<file path="src/sv/rtu_pkg.sv">
// shared types and constants of the receive fifo with silence timeout
`default_nettype none
package rtu_pkg;

    typedef enum logic [2:0] {
        OP_RX       = 3'd0,
        OP_TICK     = 3'd1,
        OP_READ     = 3'd2,
        OP_TX_BEGIN = 3'd3,
        OP_TX_END   = 3'd4
    } t_op;

    typedef enum logic [1:0] {
        ST_IDLE,
        ST_FETCH,
        ST_EMIT
    } t_state;

    typedef struct packed {
        logic restart;
        logic stop;
        logic tick;
    } t_tmr_ctl;

    typedef struct packed {
        logic expire;
    } t_tmr_sts;

    localparam logic [6:0]  MAX_POP       = 7'd64;
    localparam logic [15:0] SILENCE_RESET = 16'd4096;

endpackage
`default_nettype wire

</file>
<file path="src/sv/rtu_if.sv">
// input and output stream interfaces of the receive fifo
`default_nettype none
interface rtu_in_if;
    logic       valid;
    logic       ready;
    logic [2:0] operation;
    logic [7:0] rx_byte;
    logic [6:0] read_count;

    modport source (output valid, output operation, output rx_byte, output read_count,
                    input ready);
    modport sink (input valid, input operation, input rx_byte, input read_count,
                  output ready);
endinterface

interface rtu_out_if;
    logic       valid;
    logic       ready;
    logic [7:0] read_data;
    logic       byte_valid;
    logic       last_of_run;
    logic       frame_done;
    logic [7:0] fill_level;
    logic       byte_dropped;

    modport source (output valid, output read_data, output byte_valid, output last_of_run,
                    output frame_done, output fill_level, output byte_dropped,
                    input ready);
    modport sink (input valid, input read_data, input byte_valid, input last_of_run,
                  input frame_done, input fill_level, input byte_dropped,
                  output ready);
endinterface
`default_nettype wire

</file>
<file path="src/sv/rtu_ram.sv">
// generic single-write, single-read ram with registered read data
`default_nettype none
module rtu_ram #(
    parameter int WIDTH = 8,
    parameter int DEPTH = 256
) (
    input  wire logic                     i_clk,
    input  wire logic                     i_we,
    input  wire logic [$clog2(DEPTH)-1:0] i_waddr,
    input  wire logic [WIDTH-1:0]         i_wdata,
    input  wire logic                     i_re,
    input  wire logic [$clog2(DEPTH)-1:0] i_raddr,
    output logic      [WIDTH-1:0]         o_rdata
);

    logic [WIDTH-1:0] r_mem [DEPTH];

    always_ff @(posedge i_clk) begin
        if (i_we) begin
            r_mem[i_waddr] <= i_wdata;
        end
        if (i_re) begin
            o_rdata <= r_mem[i_raddr];
        end
    end

endmodule
`default_nettype wire

</file>
<file path="src/sv/rtu_timer.sv">
// silence timer with its configuration register
`default_nettype none
module rtu_timer (
    input  wire logic             i_clk,
    input  wire logic             i_rst_n,
    input  wire logic             i_cfg_we,
    input  wire logic [15:0]      i_cfg_wdata,
    input  wire rtu_pkg::t_tmr_ctl i_ctl,
    output rtu_pkg::t_tmr_sts     o_sts
);

    logic [15:0] r_ticks, n_ticks;
    logic [15:0] r_count, n_count;
    logic        r_running, n_running;
    logic        low;

    // a count of zero or one both end on this tick
    assign low = (r_count <= 16'd1);
    assign o_sts.expire = i_ctl.tick && r_running && low;

    always_comb begin
        n_ticks   = i_cfg_we ? i_cfg_wdata : r_ticks;
        n_count   = r_count;
        n_running = r_running;
        if (i_ctl.restart) begin
            n_count   = r_ticks;
            n_running = 1'b1;
        end else if (i_ctl.stop) begin
            n_running = 1'b0;
        end else if (i_ctl.tick && r_running) begin
            if (low) begin
                n_count   = '0;
                n_running = 1'b0;
            end else begin
                n_count = r_count - 16'd1;
            end
        end
    end

    always_ff @(posedge i_clk) begin
        if (!i_rst_n) begin
            r_ticks   <= rtu_pkg::SILENCE_RESET;
            r_count   <= '0;
            r_running <= 1'b0;
        end else begin
            r_ticks   <= n_ticks;
            r_count   <= n_count;
            r_running <= n_running;
        end
    end

endmodule
`default_nettype wire

</file>
<file path="src/sv/rtu_ctrl.sv">
// sequencer, ring pointers and fill count, result register
`default_nettype none
module rtu_ctrl #(
    parameter int DEPTH = 256
) (
    input  wire logic                      i_clk,
    input  wire logic                      i_rst_n,
    rtu_in_if.sink                         i_in,
    rtu_out_if.source                      o_out,
    output rtu_pkg::t_tmr_ctl              o_tmr_ctl,
    input  wire rtu_pkg::t_tmr_sts         i_tmr_sts,
    output logic                           o_ram_we,
    output logic      [$clog2(DEPTH)-1:0]  o_ram_waddr,
    output logic      [7:0]                o_ram_wdata,
    output logic                           o_ram_re,
    output logic      [$clog2(DEPTH)-1:0]  o_ram_raddr,
    input  wire logic [7:0]                i_ram_rdata
);

    localparam int AW = $clog2(DEPTH);
    localparam int FW = (AW > 8) ? AW : 8;

    rtu_pkg::t_state r_state, n_state;

    logic [AW-1:0] r_wr_ptr, n_wr_ptr;
    logic [AW-1:0] r_rd_ptr, n_rd_ptr;
    logic [AW-1:0] r_count, n_count;
    logic          r_frame, n_frame;
    logic          r_tx, n_tx;
    logic [6:0]    r_rem, n_rem;
    logic [7:0]    r_data, n_data;
    logic          r_valid, n_valid;
    logic          r_last, n_last;
    logic          r_drop, n_drop;

    logic          in_xfer;
    logic          out_xfer;
    logic          full;
    logic          pop_start;
    logic [6:0]    clamp;
    logic [FW-1:0] fill_ext;

    assign in_xfer   = i_in.valid && i_in.ready;
    assign out_xfer  = o_out.valid && o_out.ready;
    assign full      = (r_count == AW'(DEPTH - 1));
    assign clamp     = (i_in.read_count > rtu_pkg::MAX_POP) ? rtu_pkg::MAX_POP
                                                            : i_in.read_count;
    assign pop_start = (i_in.operation == rtu_pkg::OP_READ) && (clamp != 7'd0)
                       && (r_count != '0);

    function automatic logic [AW-1:0] advance(input logic [AW-1:0] p);
        return (p == AW'(DEPTH - 1)) ? '0 : p + 1'b1;
    endfunction

    // next state
    always_comb begin
        n_state = r_state;
        unique case (r_state)
            rtu_pkg::ST_IDLE: begin
                if (in_xfer) begin
                    n_state = pop_start ? rtu_pkg::ST_FETCH : rtu_pkg::ST_EMIT;
                end
            end
            rtu_pkg::ST_FETCH: begin
                n_state = rtu_pkg::ST_EMIT;
            end
            rtu_pkg::ST_EMIT: begin
                if (out_xfer) begin
                    n_state = r_last ? rtu_pkg::ST_IDLE : rtu_pkg::ST_FETCH;
                end
            end
            default: begin
                n_state = rtu_pkg::ST_IDLE;
            end
        endcase
    end

    // outputs of the sequencer
    always_comb begin
        i_in.ready        = (r_state == rtu_pkg::ST_IDLE);
        o_out.valid       = (r_state == rtu_pkg::ST_EMIT);
        o_ram_re          = (in_xfer && pop_start) ||
                            ((r_state == rtu_pkg::ST_EMIT) && out_xfer && !r_last);
        o_ram_raddr       = r_rd_ptr;
        o_ram_we          = in_xfer && (i_in.operation == rtu_pkg::OP_RX) && !r_tx && !full;
        o_ram_waddr       = r_wr_ptr;
        o_ram_wdata       = i_in.rx_byte;
        o_tmr_ctl.restart = in_xfer && (i_in.operation == rtu_pkg::OP_RX) && !r_tx;
        o_tmr_ctl.stop    = in_xfer && (i_in.operation == rtu_pkg::OP_TX_BEGIN);
        o_tmr_ctl.tick    = in_xfer && (i_in.operation == rtu_pkg::OP_TICK);
    end

    // datapath next values
    always_comb begin
        n_wr_ptr = r_wr_ptr;
        n_rd_ptr = r_rd_ptr;
        n_count  = r_count;
        n_frame  = r_frame;
        n_tx     = r_tx;
        n_rem    = r_rem;
        n_data   = r_data;
        n_valid  = r_valid;
        n_last   = r_last;
        n_drop   = r_drop;
        if (in_xfer) begin
            n_data  = '0;
            n_valid = 1'b0;
            n_last  = 1'b1;
            n_drop  = 1'b0;
            case (i_in.operation)
                rtu_pkg::OP_RX: begin
                    if (!r_tx) begin
                        if (!full) begin
                            n_wr_ptr = advance(r_wr_ptr);
                            n_count  = r_count + 1'b1;
                        end else begin
                            n_drop = 1'b1;
                        end
                    end
                end
                rtu_pkg::OP_TICK: begin
                    if (i_tmr_sts.expire && (r_count != '0)) begin
                        n_frame = 1'b1;
                    end
                end
                rtu_pkg::OP_READ: begin
                    n_rem = clamp;
                end
                rtu_pkg::OP_TX_BEGIN: begin
                    n_tx = 1'b1;
                end
                rtu_pkg::OP_TX_END: begin
                    n_wr_ptr = '0;
                    n_rd_ptr = '0;
                    n_count  = '0;
                    n_frame  = 1'b0;
                    n_tx     = 1'b0;
                end
                default: begin
                end
            endcase
        end else if (r_state == rtu_pkg::ST_FETCH) begin
            // one byte popped per pass through fetch
            n_data   = i_ram_rdata;
            n_valid  = 1'b1;
            n_last   = (r_rem == 7'd1) || (r_count == AW'(1));
            n_drop   = 1'b0;
            n_rd_ptr = advance(r_rd_ptr);
            n_count  = r_count - 1'b1;
            n_rem    = r_rem - 7'd1;
        end
    end

    always_ff @(posedge i_clk) begin
        if (!i_rst_n) begin
            r_state  <= rtu_pkg::ST_IDLE;
            r_wr_ptr <= '0;
            r_rd_ptr <= '0;
            r_count  <= '0;
            r_frame  <= 1'b0;
            r_tx     <= 1'b0;
        end else begin
            r_state  <= n_state;
            r_wr_ptr <= n_wr_ptr;
            r_rd_ptr <= n_rd_ptr;
            r_count  <= n_count;
            r_frame  <= n_frame;
            r_tx     <= n_tx;
        end
    end

    always_ff @(posedge i_clk) begin
        r_rem   <= n_rem;
        r_data  <= n_data;
        r_valid <= n_valid;
        r_last  <= n_last;
        r_drop  <= n_drop;
    end

    // fill count is settled once the result is shown
    assign fill_ext = FW'(r_count);

    assign o_out.read_data    = r_data;
    assign o_out.byte_valid   = r_valid;
    assign o_out.last_of_run  = r_last;
    assign o_out.frame_done   = r_frame;
    assign o_out.fill_level   = (fill_ext > FW'(255)) ? 8'hFF : fill_ext[7:0];
    assign o_out.byte_dropped = r_drop;

endmodule
`default_nettype wire

</file>
<file path="src/sv/rtu_rx_fifo_frame_timeout_top.sv">
// receive fifo top: one transfer in, its results out, then ready again
// non-read operations: one result, valid the cycle after the input transfer
// reads: each byte passes through fetch, where the registered read port of the ring ram
// delivers it, then emit until the receiver takes it, before the next one is fetched; up to 64 bytes per read
// reset (synchronous, active low) clears pointers, flags and timer, and sets
// silence_ticks to 4096; ring contents are not cleared
`default_nettype none
module rtu_rx_fifo_frame_timeout_top #(
    parameter int DEPTH = 256
) (
    input  wire logic        i_clk,
    input  wire logic        i_rst_n,
    input  wire logic        i_cfg_we,
    input  wire logic [15:0] i_cfg_wdata,
    rtu_in_if.sink           i_in,
    rtu_out_if.source        o_out
);

    localparam int AW = $clog2(DEPTH);

    rtu_pkg::t_tmr_ctl tmr_ctl;
    rtu_pkg::t_tmr_sts tmr_sts;
    logic              ram_we;
    logic [AW-1:0]     ram_waddr;
    logic [7:0]        ram_wdata;
    logic              ram_re;
    logic [AW-1:0]     ram_raddr;
    logic [7:0]        ram_rdata;

    rtu_ctrl #(
        .DEPTH(DEPTH)
    ) u_ctrl (
        .i_clk       (i_clk),
        .i_rst_n     (i_rst_n),
        .i_in        (i_in),
        .o_out       (o_out),
        .o_tmr_ctl   (tmr_ctl),
        .i_tmr_sts   (tmr_sts),
        .o_ram_we    (ram_we),
        .o_ram_waddr (ram_waddr),
        .o_ram_wdata (ram_wdata),
        .o_ram_re    (ram_re),
        .o_ram_raddr (ram_raddr),
        .i_ram_rdata (ram_rdata)
    );

    rtu_timer u_timer (
        .i_clk       (i_clk),
        .i_rst_n     (i_rst_n),
        .i_cfg_we    (i_cfg_we),
        .i_cfg_wdata (i_cfg_wdata),
        .i_ctl       (tmr_ctl),
        .o_sts       (tmr_sts)
    );

    rtu_ram #(
        .WIDTH(8),
        .DEPTH(DEPTH)
    ) u_ring (
        .i_clk   (i_clk),
        .i_we    (ram_we),
        .i_waddr (ram_waddr),
        .i_wdata (ram_wdata),
        .i_re    (ram_re),
        .i_raddr (ram_raddr),
        .o_rdata (ram_rdata)
    );

endmodule
`default_nettype wire

</file>
<file path="src/flat_wrapper.sv">
// flat-port wrapper written by rule: the top's interface ports become plain ports
module rtu_rx_fifo_frame_timeout_top_flat 
#(
    parameter int DEPTH = 256
)
  (i_clk, i_rst_n, i_cfg_we, i_cfg_wdata, i_in_valid, i_in_operation, i_in_rx_byte, i_in_read_count, i_in_ready, o_out_valid, o_out_read_data, o_out_byte_valid, o_out_last_of_run, o_out_frame_done, o_out_fill_level, o_out_byte_dropped, o_out_ready);
  rtu_in_if i_in_i ();
  rtu_out_if o_out_i ();
  input  wire logic i_clk;
  input  wire logic i_rst_n;
  input  wire logic i_cfg_we;
  input  wire logic [15:0] i_cfg_wdata;
  input wire logic [$bits(i_in_i.valid)-1:0] i_in_valid;
  input wire logic [$bits(i_in_i.operation)-1:0] i_in_operation;
  input wire logic [$bits(i_in_i.rx_byte)-1:0] i_in_rx_byte;
  input wire logic [$bits(i_in_i.read_count)-1:0] i_in_read_count;
  output wire logic [$bits(i_in_i.ready)-1:0] i_in_ready;
  output wire logic [$bits(o_out_i.valid)-1:0] o_out_valid;
  output wire logic [$bits(o_out_i.read_data)-1:0] o_out_read_data;
  output wire logic [$bits(o_out_i.byte_valid)-1:0] o_out_byte_valid;
  output wire logic [$bits(o_out_i.last_of_run)-1:0] o_out_last_of_run;
  output wire logic [$bits(o_out_i.frame_done)-1:0] o_out_frame_done;
  output wire logic [$bits(o_out_i.fill_level)-1:0] o_out_fill_level;
  output wire logic [$bits(o_out_i.byte_dropped)-1:0] o_out_byte_dropped;
  input wire logic [$bits(o_out_i.ready)-1:0] o_out_ready;
  assign i_in_i.valid = i_in_valid;
  assign i_in_i.operation = i_in_operation;
  assign i_in_i.rx_byte = i_in_rx_byte;
  assign i_in_i.read_count = i_in_read_count;
  assign i_in_ready = i_in_i.ready;
  assign o_out_valid = o_out_i.valid;
  assign o_out_read_data = o_out_i.read_data;
  assign o_out_byte_valid = o_out_i.byte_valid;
  assign o_out_last_of_run = o_out_i.last_of_run;
  assign o_out_frame_done = o_out_i.frame_done;
  assign o_out_fill_level = o_out_i.fill_level;
  assign o_out_byte_dropped = o_out_i.byte_dropped;
  assign o_out_i.ready = o_out_ready;
  rtu_rx_fifo_frame_timeout_top #(.DEPTH(DEPTH)) u_core (.i_clk(i_clk), .i_rst_n(i_rst_n), .i_cfg_we(i_cfg_we), .i_cfg_wdata(i_cfg_wdata), .i_in(i_in_i), .o_out(o_out_i));
endmodule
</file>
<file path="config.mk">
export PLATFORM = sky130hd
export DESIGN_NAME = rtu_rx_fifo_frame_timeout_top_flat
export DESIGN_NICKNAME = d
export VERILOG_FILES = /design/src/sv/rtu_pkg.sv /design/src/sv/rtu_if.sv /design/src/sv/rtu_ram.sv /design/src/sv/rtu_timer.sv /design/src/sv/rtu_ctrl.sv /design/src/sv/rtu_rx_fifo_frame_timeout_top.sv /design/src/flat_wrapper.sv
export SDC_FILE = /design/constraint.sdc
export NUM_CORES = 2
export LEC_CHECK = 0
export BUFFER_PORTS_ARGS = -buffer_cell sky130_fd_sc_hd__buf_2
export CORE_ASPECT_RATIO = 0.7
export CORE_UTILIZATION = 41
export DETAILED_ROUTE_END_ITERATION = 12
export PLACE_DENSITY = 0.68
export SYNTH_ARGS = -nofsm -noshare
export SYNTH_HDL_FRONTEND = slang
export SYNTH_SLANG_ARGS = --single-unit
</file>
<file path="constraint.sdc">
create_clock -name i_clk -period 3.3 [get_ports i_clk]
set_input_delay 0.165 -clock i_clk [delete_from_list [all_inputs] [get_ports i_clk]]
set_output_delay 0.165 -clock i_clk [all_outputs]
set_load 0.01 [all_outputs]
</file>
==> impl_metrics.csv <==
group,metric,value,unit
power_and_ir_drop,p_sw_share,20.3,%
place,numPortBuffers,60,
final_layout,syn2layout_area_growth,15.5,%
final_layout,nets,4726,
worst_setup_path,reg2reg_to,"u_core.u_ring.o_rdata[6]$_DFFE_PP_",
logic_synthesis,synth_area,83900,µm²
global_routing,antenna_found_initial,8,
drt,drc,0,
global_routing,grt_pass1_wl,324000,µm
worst_setup_path,rrSetupSlack,-30,ps
power_and_ir_drop,p_int,41.5,mW
worst_setup_path,startpoint_type,"flip-flop",
die,io_pins,61,
final_layout,finish.instance_area,96900,µm²
logic_synthesis,synth-async-reset-ratio,0,%
sta,fin_worst_skew,60.4,ps
global_routing,grt_max_degree,124,
die,dieArea,206000,µm²
worst_setup_path,cp_common_cell,"mux2i_1",
global_routing,grt-busiest-layer,"met1",
logic_synthesis,ys_types,72,
drt,routed_wl,228000,µm
logic_synthesis,synth-seq-cells,2135,
power_and_ir_drop,p_per_area,537,nW/µm²
worst_setup_path,rr_worst_depth,8,
clock_tree,path_clk_slew,70,ps
power_and_ir_drop,vdd_ir_drop_max,0.421,mV
clock_tree,h-tree-depth,4,
die,initial_core_util,41.4,%
clock_tree,cts_setup_buffers,0,
outcome,failed_checks,"negative hold slack, negative setup slack",
sta,fin_hold_ws,-8.25,ps
clock_tree,cts-root-buf,"clkbuf_16",
worst_setup_path,crit_start,"u_core.u_ctrl.o_ram_raddr[0]$_SDFFE_PN0P_",
drt,firstDrtPassIters,8,
power_and_ir_drop,comb_power_share,2.2,%
die,die_x,543,µm
logic_synthesis,synth_cells,4148,
final_layout,fin_cells,7548,
drt,drt-initial-drc-count,7155,
logic_synthesis,ys_warn_count,0,
power_and_ir_drop,finalPower,52.1,mW
worst_setup_path,crit_slowest_cell,"or4_1",
sta,fin_crit_sh,101,%
flow_run,cap_violations,0,
logic_synthesis,synth-seq-area-share,75.6,%
sta,finalSetupViolCount,2,
worst_hold_path,hold_class,"in2reg",
place,placed_cells,7164,
clock_tree,clock_latency,830,ps
power_and_ir_drop,p_leak,29.9,nW
power_and_ir_drop,p_seq_share,57.1,%
logic_synthesis,synth_edf_count,2064,
power_and_ir_drop,p_clk_share,40.7,%
global_routing,grt_util_met1,33.2,%
sta,max_freq,300,MHz
sta,rsz0062_at_grt,"yes",
global_routing,grt_overflow_total,0,
place,place_area,90600,µm²
sta,tightest_slew,1100,ps
clock_tree,clk_path_buf_depth,4,
outcome,status,"finished with violations",
global_routing,grt_use_total,21.8,%
logic_synthesis,synthFlopType,"edfxtp_1",
sta,drv_slew,0,
worst_setup_path,crit_required,3870,ps
worst_setup_path,critPathKind,"reg2reg",
sta,relSlewSlack,26.2,%
sta,period_minus_slack,3330,ps
sta,setup_ws,-34.0,ps
final_layout,final_util,47.8,%
worst_setup_path,cp_slowest_stage_delay,600,ps
worst_setup_path,crit_chain,"buf_12 -> buf_4 -> mux4_2 -> mux2i_1 -> mux2i_1 -> o211ai_1 -> o21ai_1 -> or4_1",
drt,viasPerCell,6.01,
place,place_congestion,0.913,
drt,wire_per_inst,30.3,µm
place,hpwl,149000,µm
logic_synthesis,synth.avg_cell_area,20.2,µm²
global_routing,met2_usage,30.6,%
final_layout,layout-drive-gt1-share,28.4,%
worst_setup_path,critPathArrivalTime,3910,ps
drt,drtAntennaViolNets,0,
clock_tree,cts_tree,"done",
clock_tree,clock_sinks,2135,
drt,vias,45400,
sta,fin_tns_setup,-67.1,ps
die,die_h,380,µm
power_and_ir_drop,power.switching,10.6,mW
clock_tree,numCtsBuffers,188,
worst_setup_path,endpoint_kind,"flip-flop",
die,rows,138,
global_routing,grt_pass1_vias,43400,
worst_setup_path,crit_end,"u_core.u_ring.o_rdata[6]$_DFFE_PP_",
sta,hold_violations,7,
global_routing,grtUsageMet3,6.74,%
worst_setup_path,r2r-start,"u_core.u_ctrl.o_ram_raddr[0]$_SDFFE_PN0P_",
logic_synthesis,syn_nets,4199,
die,core_area,203000,µm²
worst_setup_path,cp_max_fo,13,
place,dp_slack,-368,ps
## cell families (layout without fill, tap and decap cells)
family	after synthesis	in the layout	synth area share (%)
other cells	0	4	0
simple gates	715	715	3.80
flops	2135	2135	75.6
compound gates	347	347	2.80
mux	658	658	15.7
buf+inv	265	931	1.79
fa+ha+maj	12	12	0.179
xor+xnor	16	16	0.167
## final cells by class
class | instances | area, µm²
diodes | 4 | 10.0
clock buffers | 233 | 4960
clock inverters | 96 | 747
fillers | 16500 | 106000
inverters | 20 | 76.3
multi-input cells | 1748 | 19100
flip-flops and latches | 2135 | 63400
well taps | 2730 | 3420
repair buffers | 582 | 5210
## flip-flops by register name, summed over array words and instances, names as in the netlist
| name | cells |
|---|---|
| u_core.u_ctrl.o_out.byte_valid | 1 |
| u_core.u_ctrl.o_out.frame_done | 1 |
| u_core.u_ctrl.o_ram_waddr | 8 |
| u_core.u_ctrl.fill_ext | 8 |
| u_core.u_ctrl.r_rem | 7 |
| u_core.u_ctrl.o_out.last_of_run | 1 |
| u_core.u_ctrl.o_out.read_data | 8 |
| u_core.u_ctrl.r_state | 2 |
| u_core.u_ring.o_rdata | 8 |
| u_core.u_timer.r_ticks | 16 |
| u_core.u_timer.r_running | 1 |
| u_core.u_timer.r_count | 16 |
| u_core.u_ctrl.o_out.byte_dropped | 1 |
| u_core.u_ctrl.r_tx | 1 |
| u_core.u_ctrl.o_ram_raddr | 8 |
| u_core.u_ring.r_mem | 2048 |
## placed cells by master, fill, tap and decap left out, types with 19 or more instances in the layout
cell type / Yosys / layout
mux2_2: 20 / 20
clkbuf_1: 94 / 41
nor2b_1: 22 / 19
dlygate4sd3_1: 0 / 53
clkinv_1: 2 / 37
nor3_1: 35 / 34
nor2_1: 364 / 361
o21ai_0: 55 / 54
dfxtp_1: 71 / 65
o22ai_1: 40 / 40
a22oi_1: 55 / 54
clkbuf_16: 0 / 192
nand2_1: 132 / 132
buf_12: 0 / 63
mux2i_1: 114 / 114
clkinv_2: 0 / 34
a211oi_1: 22 / 21
buf_4: 44 / 406
a21oi_1: 61 / 61
mux4_2: 524 / 524
nand3_1: 55 / 55
buf_2: 61 / 52
edfxtp_1: 2064 / 2064
## power groups by stage
stage                     sequential, mW  combinational [mW]  clock [mW]
after floorplan                     30.3               0.397           0
after global placement              30.3                1.03           0
after detailed placement            30.3                1.08           0
after CTS                           29.7                1.13        21.3
after global routing                29.7                1.23        22.4
final                               29.7                1.15        21.2
## routing by layer
layer	wire (µm)	up-vias
li1	-	18100
met1	95300	23900
met2	97300	2977
met3	30200	382
met4	5690	8
met5	49	-
## synth_stat cells (4+ instances only)
library cell	n	area (µm²)
o311ai_0	4	35.0
and2_1	9	56.3
dfxtp_1	71	1420
or3_1	13	81.3
buf_4	44	330
a211oi_1	22	165
a211o_1	6	52.6
buf_2	61	305
buf_6	31	349
a31oi_1	19	119
a21oi_1	61	305
nor3_1	35	175
nor2_1	364	1370
nand3_1	55	275
o211ai_1	5	37.5
o22a_1	5	43.8
o22ai_1	40	250
nor2b_1	22	138
nand2b_1	18	113
ha_1	12	150
or2_2	8	50.1
nand2_1	132	495
edfxtp_1	2064	62000
nand3b_1	11	82.6
or4_1	6	45.0
a22o_1	9	78.8
clkbuf_1	94	353
o221ai_1	13	114
a221oi_1	13	114
xnor2_1	12	105
o21ai_0	55	275
nor4_1	15	93.8
buf_1	12	45.0
a22oi_1	55	413
mux2_2	20	225
mux4_2	524	11800
nand4_1	13	81.3
mux2i_1	114	1140
inv_1	16	60.1
xor2_1	4	35.0
o21ai_1	6	30.0
o31ai_1	5	37.5
## critical path, delay by kind of cell, from the launching register on
family	cells	cell delay [ps]
multiplexers	3	830
AO/OA/AOI/OAI	2	800
AND/OR/NAND/NOR	1	600
buffers and inverters	2	430
flip-flops	1	410
## worst min-delay path by stage
| stage | startpoint | endpoint | slack (ps) | cells after the start |
|---|---|---|---|---|
| floorplan | i_in_rx_byte[0] | u_core.u_ring.r_mem[0][0]$_DFFE_PP_ | 260 | 0 |
| detailed placement | i_cfg_wdata[12] | u_core.u_timer.r_ticks[12]$_SDFFE_PN1P_ | 410 | 3 |
| finish | i_in_rx_byte[5] | u_core.u_ring.r_mem[77][5]$_DFFE_PP_ | -8 | 1 |
| global route | i_in_rx_byte[5] | u_core.u_ring.r_mem[92][5]$_DFFE_PP_ | 9 | 1 |
| CTS | i_in_rx_byte[2] | u_core.u_ring.r_mem[6][2]$_DFFE_PP_ | 3 | 1 |
| global placement | i_cfg_wdata[12] | u_core.u_timer.r_ticks[12]$_SDFFE_PN1P_ | 390 | 3 |
## repair_timing
action	CTS	global route
pin swaps	1	2
endpoints found under the setup margin	4	17
resized for setup	8	5
hold buffers	52	1
endpoints found under the hold margin	132	4
No activity file was read; power rests on OpenSTA's default activity.
